### config.mk
export PLATFORM = sky130hd
export DESIGN_NAME = exhaustive_f3_relation_projection_top
export DESIGN_NICKNAME = d
export VERILOG_FILES = /design/src/rtl/efrp_pkg.sv /design/src/rtl/exhaustive_f3_relation_projection_top.sv
export SDC_FILE = /design/constraint.sdc
export NUM_CORES = 2
export LEC_CHECK = 0
export BUFFER_PORTS_ARGS = -buffer_cell sky130_fd_sc_hd__clkbuf_2
export CORE_ASPECT_RATIO = 0.6
export CORE_MARGIN = 1
export CORE_UTILIZATION = 30
export CTS_CLUSTER_DIAMETER = 150
export CTS_CLUSTER_SIZE = 40
export DETAILED_ROUTE_END_ITERATION = 7
export GPL_ROUTABILITY_DRIVEN = 0
export GPL_TIMING_DRIVEN = 0
export MAX_ROUTING_LAYER = met4
export PLACE_DENSITY = 0.5
export SLEW_MARGIN = 5
export SYNTH_ARGS = -nofsm -noshare
export SYNTH_HDL_FRONTEND = slang
export SYNTH_SLANG_ARGS = --single-unit
export TNS_END_PERCENT = 30
### constraint.sdc
create_clock -name clk -period 7.1 [get_ports clk]
set_clock_uncertainty 0.2 [all_clocks]
set_input_delay 0 -clock clk [delete_from_list [all_inputs] [get_ports clk]]
set_output_delay 0 -clock clk [all_outputs]
set_load 0.02 [all_outputs]
### src/rtl/efrp_pkg.sv
`default_nettype none
// ----------------------------------------------------------------------------
// efrp_pkg
// Shared constants and helpers for the F3 relation projection block.
// ----------------------------------------------------------------------------
package efrp_pkg;

  localparam int MAX_VERTICES   = 64;
  localparam int STORE_DEPTH    = 128;
  localparam int INTERNAL_LIMIT = 20;

  localparam int VTX_W   = 6;
  localparam int COEF_W  = 2;
  localparam int REL_W   = 2 * VTX_W + 4 * COEF_W;
  localparam int REL_AW  = (STORE_DEPTH > 1) ? $clog2(STORE_DEPTH) : 1;
  localparam int CNT_W   = $clog2(STORE_DEPTH + 1);
  localparam int KCNT_W  = 7;
  localparam int MASK_W  = 4;
  localparam int TRIED_W = 23;
  localparam int S_DATA_W = 24;
  localparam int M_DATA_W = 32;
  localparam int CFG_IDX_W = 2;
  localparam int CFG_DATA_W = 64;

  // Register indexes of the configuration port.
  localparam logic [CFG_IDX_W-1:0] REG_EXT_FIRST  = 2'd0;
  localparam logic [CFG_IDX_W-1:0] REG_EXT_SECOND = 2'd1;
  localparam logic [CFG_IDX_W-1:0] REG_INT_MASK   = 2'd2;

  // Vertices that exist in this build.
  localparam logic [63:0] VRANGE = {64{1'b1}} >> (64 - MAX_VERTICES);

  // A relation holds when c0 + c1*x + c2*y + c3*x*y is a multiple of three.
  function automatic logic rel_holds(input logic [REL_W-1:0] rel,
                                     input logic [63:0] vals);
    logic       x;
    logic       y;
    logic [3:0] s;
    x = vals[rel[VTX_W-1:0]];
    y = vals[rel[2*VTX_W-1:VTX_W]];
    s = 4'(rel[13:12])
        + (x ? 4'(rel[15:14]) : 4'd0)
        + (y ? 4'(rel[17:16]) : 4'd0)
        + ((x && y) ? 4'(rel[19:18]) : 4'd0);
    rel_holds = s inside {4'd0, 4'd3, 4'd6, 4'd9, 4'd12};
  endfunction

endpackage
`default_nettype wire

### src/rtl/exhaustive_f3_relation_projection_top.sv
`default_nettype none
// ----------------------------------------------------------------------------
// exhaustive_f3_relation_projection_top
// Stores F3 relations and, at the end of a batch, enumerates every Boolean
// assignment of the internal vertices for each external value pair.
// ----------------------------------------------------------------------------
//
// Channel   Dir  Handshake              Moves
// s_*       in   s_tvalid / s_tready    one relation per transfer, tlast ends batch
// m_*       out  m_tvalid / m_tready    one result per batch
// cfg_*     in   cfg_valid / cfg_ready  one register write per transfer
//
// Relations load at one per cycle into a 128-entry synchronous memory. The
// transfer that carries tlast starts a count of internal vertices over all 64
// vertex slots, followed by the walk over up to 4 * 2^k assignments for k
// internal vertices: each relation test costs one memory read, and the walk
// moves on when a relation fails or an external pair is found satisfiable.
// The input stalls from the tlast transfer until the result enters the output
// register; a result waiting on m_tready does not block the next batch from
// loading. Reset is synchronous; the relation memory is not cleared, since
// only entries written in the current batch are ever read.
module exhaustive_f3_relation_projection_top (
  input  wire logic                              clk,
  input  wire logic                              rst,
  input  wire logic                              s_tvalid,
  output logic                                   s_tready,
  // vertex_a[5:0], vertex_b[11:6], coef_const[13:12], coef_a[15:14],
  // coef_b[17:16], coef_ab[19:18], zero fill [23:20]
  input  wire logic [efrp_pkg::S_DATA_W-1:0]     s_tdata,
  input  wire logic                              s_tlast,
  output logic                                   m_tvalid,
  input  wire logic                              m_tready,
  // sat_mask[3:0], performed[4], tried_count[27:5], overflow[28],
  // zero fill [31:29]
  output logic [efrp_pkg::M_DATA_W-1:0]          m_tdata,
  input  wire logic                              cfg_valid,
  output logic                                   cfg_ready,
  input  wire logic [efrp_pkg::CFG_IDX_W-1:0]    cfg_index,
  input  wire logic [efrp_pkg::CFG_DATA_W-1:0]   cfg_data
);

  typedef enum logic [3:0] {
    S_LOAD  = 4'b0001,
    S_COUNT = 4'b0010,
    S_ENUM  = 4'b0100,
    S_DONE  = 4'b1000
  } state_t;

  state_t state;

  // Configuration registers.
  logic [efrp_pkg::VTX_W-1:0] ext_first;
  logic [efrp_pkg::VTX_W-1:0] ext_second;
  logic [63:0]                internal_mask;

  // Batch bookkeeping.
  logic [efrp_pkg::CNT_W-1:0] rel_count;
  logic                       ovf;

  // Relation memory and its read port.
  logic [efrp_pkg::REL_W-1:0] mem [efrp_pkg::STORE_DEPTH];
  logic [efrp_pkg::REL_W-1:0] rdata;
  logic                       mem_we;

  // Count phase.
  logic [efrp_pkg::VTX_W-1:0]  cidx;
  logic [efrp_pkg::KCNT_W-1:0] kcnt;
  logic [efrp_pkg::KCNT_W-1:0] k_sum;

  // Walk state.
  logic [1:0]                 pq;
  logic [63:0]                sub;
  logic [63:0]                sub_next;
  logic [efrp_pkg::CNT_W-1:0] ra;
  logic [efrp_pkg::CNT_W-1:0] pidx;
  logic                       pend;
  logic [63:0]                imask;
  logic [63:0]                vals;
  logic                       holds;

  // Result being built.
  logic [efrp_pkg::MASK_W-1:0]  zmask;
  logic                         perf;
  logic [efrp_pkg::TRIED_W-1:0] tried;

  logic s_xfer;
  logic full;

  assign cfg_ready = 1'b1;
  assign s_tready  = (state == S_LOAD);
  assign s_xfer    = s_tvalid && s_tready;
  assign full      = (rel_count == efrp_pkg::CNT_W'(efrp_pkg::STORE_DEPTH));
  assign mem_we    = s_xfer && !full;
  assign imask     = internal_mask & efrp_pkg::VRANGE;
  assign k_sum     = kcnt + efrp_pkg::KCNT_W'(imask[cidx]);

  // Next subset of the internal vertices; wraps to zero after the last one.
  assign sub_next = ((sub | ~imask) + 64'd1) & imask;

  // Vertex values for the current external pair and internal assignment.
  // The second external overrides the first, internals override both.
  always_comb begin
    vals = '0;
    if (efrp_pkg::VRANGE[ext_first] && pq[0]) begin
      vals[ext_first] = 1'b1;
    end
    if (efrp_pkg::VRANGE[ext_second]) begin
      vals[ext_second] = pq[1];
    end
    vals = (vals & ~imask) | sub;
  end

  assign holds = efrp_pkg::rel_holds(rdata, vals);

  always_ff @(posedge clk) begin
    if (mem_we) begin
      mem[rel_count[efrp_pkg::REL_AW-1:0]] <= s_tdata[efrp_pkg::REL_W-1:0];
    end
    rdata <= mem[ra[efrp_pkg::REL_AW-1:0]];
  end

  // Configuration writes.
  always_ff @(posedge clk) begin
    if (rst) begin
      ext_first     <= '0;
      ext_second    <= efrp_pkg::VTX_W'(1);
      internal_mask <= '0;
    end else if (cfg_valid && cfg_ready) begin
      case (cfg_index)
        efrp_pkg::REG_EXT_FIRST:  ext_first     <= cfg_data[efrp_pkg::VTX_W-1:0];
        efrp_pkg::REG_EXT_SECOND: ext_second    <= cfg_data[efrp_pkg::VTX_W-1:0];
        efrp_pkg::REG_INT_MASK:   internal_mask <= cfg_data;
        default: ;
      endcase
    end
  end

  always_ff @(posedge clk) begin
    if (rst) begin
      state     <= S_LOAD;
      rel_count <= '0;
      ovf       <= 1'b0;
      m_tvalid  <= 1'b0;
      pend      <= 1'b0;
    end else begin
      // In S_DONE the output register is reloaded whenever it drains.
      if (m_tvalid && m_tready && (state != S_DONE)) begin
        m_tvalid <= 1'b0;
      end
      case (state)
        S_LOAD: begin
          if (s_xfer) begin
            if (full) begin
              ovf <= 1'b1;
            end else begin
              rel_count <= rel_count + 1'b1;
            end
            if (s_tlast) begin
              cidx  <= '0;
              kcnt  <= '0;
              state <= S_COUNT;
            end
          end
        end
        S_COUNT: begin
          kcnt <= k_sum;
          cidx <= cidx + 1'b1;
          if (cidx == efrp_pkg::VTX_W'(efrp_pkg::MAX_VERTICES - 1)) begin
            zmask <= '0;
            pq    <= '0;
            sub   <= '0;
            ra    <= '0;
            pend  <= 1'b0;
            if (k_sum <= efrp_pkg::KCNT_W'(efrp_pkg::INTERNAL_LIMIT)) begin
              perf  <= 1'b1;
              tried <= efrp_pkg::TRIED_W'(1) << (8'(k_sum) + 8'd2);
              state <= S_ENUM;
            end else begin
              perf  <= 1'b0;
              tried <= '0;
              state <= S_DONE;
            end
          end
        end
        S_ENUM: begin
          if (pend && !holds) begin
            // A relation failed: drop the read in flight, next assignment.
            ra   <= '0;
            pend <= 1'b0;
            sub  <= sub_next;
            if (sub_next == '0) begin
              if (pq == 2'd3) begin
                state <= S_DONE;
              end else begin
                pq <= pq + 1'b1;
              end
            end
          end else if (pend && (pidx == rel_count - 1'b1)) begin
            // Every relation held: this external pair is satisfiable.
            zmask[pq] <= 1'b1;
            ra        <= '0;
            pend      <= 1'b0;
            sub       <= '0;
            if (pq == 2'd3) begin
              state <= S_DONE;
            end else begin
              pq <= pq + 1'b1;
            end
          end else if (ra < rel_count) begin
            pend <= 1'b1;
            pidx <= ra;
            ra   <= ra + 1'b1;
          end else begin
            pend <= 1'b0;
          end
        end
        S_DONE: begin
          if (!m_tvalid || m_tready) begin
            m_tvalid  <= 1'b1;
            m_tdata   <= {3'b000, ovf, tried, perf, zmask};
            rel_count <= '0;
            ovf       <= 1'b0;
            state     <= S_LOAD;
          end
        end
        default: begin
          state <= S_LOAD;
        end
      endcase
    end
  end

endmodule
`default_nettype wire

==> results.toml <==
[critical_path]
max_stage_delay_ns = 0.58
path_cells = "nand2b_2, nor3_4, buf_4, o211ai_1, a21oi_1, nor2_1, mux4_2, a22oi_1, nand3_1, mux4_2, nor2b_1, fa_1, inv_1, fa_1, inv_1, ha_1, fa_1, o41ai_2, a21oi_1, nand2_1, buf_4, buf_2, nor2_1"
cp_slowest_cell = "mux4_2"
required_ns = 7.48
end_kind = "register"
critPathMostFrequentCell = "fa_1"
path_max_fanout = 10
critical_path_class = "register to register"
arrival_ns = 7.34
start_kind = "register"

[final_layout]
area_delta_synth_final_pct = 13.78
stdcell_count = 11120
final_layout_size_suffix_gt1_frac = 0.2600
final_util = 0.3435
fillCellCount = 34760
fin_nets = 6179

[detailed_routing]
drc = 0
first_pass_iters = 7
post_drt_via_cell_ratio = 5.521
ant_nets = 0
vias = 61420
wl_per_cell_um = 33.54
drt_iter0_markers = 11210
wl_um = 373100

[global_route]
grt-ovfl-total = 0
grt_pass1_wl_um = 501300
track_usage = 0.1968
antenna_found_initial = 53
grt_max_degree = 129
grt_pass1_vias = 57340

[die]
rows = 174
die_w_um = 795.1
core_um2 = 375100
pin_count = 131
initial_core_util = 0.3018
die_y_um = 477.9
dieArea_um2 = 380000

[logic_synthesis]
ys_seq_elements = 2823
synthTopCellsByCount = "edfxtp_1 (2,712), mux4_2 (890), nor2_1 (360)"
synth.distinct_cells = 81
yosysWarningCount = 0
yosys.cell_count.top_type = "edfxtp_1"
netlist.area_leader.share = 0.7192
synthCells = 5498
ys_seq_area_frac = 0.7389
postSynth.asyncResetShare = 0
synth-main-ff-cell = "edfxtp_1"
synth_area_um2 = 113200
avgSynthCellArea_um2 = 20.59
yosysTopAreaCell = "edfxtp_1"
synth-edff-count = 2712
synth_area_leaders = "edfxtp_1 (72%), mux4_2 (18%), dfxtp_1 (2.0%)"

[sta]
period_needed_ns = 6.961
post-route-period-util = 0.9804
setup_viol = 0
fin_hold_ws_ns = 0.04885
tns_ns = 0
fmax_ghz = 0.1437
relSlewSlack = 0.02341
hold_viol_final = 0
slew_viol_final = 0
worst-slew-pin-transition_ns = 1.465

[placed_design]
place_hpwl_um = 258700
port_buffers = 121
dpl.cell_count = 10740

[cts]
clock_path_buffers = 3
cts_root_buf = "clkbuf_16"
cts.sinks = 2823
tritoncts = "done"
htree_num_levels = 3
clk_pin_slew_worst_paths_ns = 0.15
cts_buffers = 82
clk-insertion-delay-late_ns = 0.85

[power]
power.density_nw_per_um2 = 211.8
vdd_drop_max_uv = 217.5
power_leakage_nw = 37.36

[status]
status = "finished, final reports clean"

[min_path]
hp-class = "primary input to register"

[run]
drv_cap = 0
[routing by layer]
| metal | vias up | wire (um) | GRT usage |
|---|---|---|---|
| met5 | - | 0 | - |
| met4 | 0 | 5257 | 0.02433 |
| met3 | 294 | 47680 | 0.05539 |
| met2 | 3482 | 143000 | 0.2433 |
| met1 | 33900 | 177200 | 0.3204 |
| li1 | 23740 | - | - |
[state kept, by name (all words and copies together) (netlist names), 7 cells and up]
register   count
imask         64
tried         23
ra             8
m_tdata       29
mem         2560
sub           64
rel_count      8
rdata         20
pidx           8
kcnt           7
[what timing repair did]
item,4_1_cts,5_1_grt
pin swaps,1,11
resized for setup,39,56
endpoints found under the hold margin,2588,0
hold buffers,236,0
setup buffers,4,30
endpoints found under the setup margin,143,133
[power breakdown]
part | switching, mW | internal (mW) | leakage (nW)
Clock | 4.98 | 2.23 | 1.12
Combinational | 1.18 | 0.507 | 10.7
Sequential | 0.0691 | 18.3 | 25.5
Total | 6.24 | 21.1 | 37.4
[stage by stage]
stage                     cell area, um^2  power [mW]  setup slack, ns
after floorplan                    113200       19.33           0.1017
after global placement             120100       20.16           -2.370
after detailed placement           123500       20.27           -1.109
after CTS                          128400       27.31          0.01886
after global routing               128800       27.90         -0.02713
final                              128800       27.29           0.1394
[path summary, 6_finish.rpt]
kind           startpoint     endpoint  slack [ns]  depth (start not counted)
max          ext_first[2]      sub[38]        0.14                         23
min            s_tdata[9]  mem[117][9]        0.05                          2
max reg2reg  ext_first[2]      sub[38]        0.14                         23
min reg2reg     tried[10]  m_tdata[15]        0.24                          0
[critical path: cells and delay by family (launching register included)]
kind | cells | cell delay [ns]
AND/OR/NAND/NOR | 7 | 1.42
buffers and inverters | 5 | 1.13
flip-flops | 1 | 0.41
adder cells (fa/ha/maj) | 4 | 1.44
multiplexers | 2 | 1.12
AO/OA/AOI/OAI | 5 | 0.97
[logic make-up (layout without fill, tap and decap cells)]
family                   Yosys count  in the layout  share of synthesized area
AO/OA/AOI/OAI                    295            295                    0.01635
XOR/XNOR                          63             63                   0.004873
adder cells (fa/ha/maj)           21             21                   0.002586
buffers and inverters            332            924                    0.01160
flip-flops                      2823           2823                     0.7389
multiplexers                     949            949                     0.1826
other                              2             20                 0.00006633
AND/OR/NAND/NOR                 1013           1013                    0.04304
[layout make-up]
class                   instances  area, um^2  area share
clock inverters                 9       166.4    0.001292
plain buffers                 289        1316     0.01022
diodes                         16       40.04   0.0003108
well taps                    5016        6276     0.04871
inverters                      28       105.1   0.0008158
clock buffers                 105        2160     0.01676
multi-input cells            2345       29340      0.2278
flip-flops and latches       2823       83670      0.6494
repair buffers                493        5761     0.04471
[placed cells by master, fill, tap and decap left out, types with 26 or more instances in the layout]
cell and count:
buf_1 46, inv_1 27, nand3_1 121, nand4_1 34, mux2_2 31, nand2_1 242
mux2i_1 26, nor2_1 221, buf_16 43, a21oi_1 147, mux4_2 890, buf_12 54
nor2_4 122, nand2b_1 55, edfxtp_1 2712, clkbuf_2 150, clkbuf_1 144, dlygate4sd3_1 235
o21ai_0 26, o211ai_1 59, xor2_1 31, buf_4 41, xnor2_1 32, buf_2 46
dfxtp_1 106, clkbuf_16 83, nor2b_1 38
No activity file was read; power rests on OpenSTA's default activity.
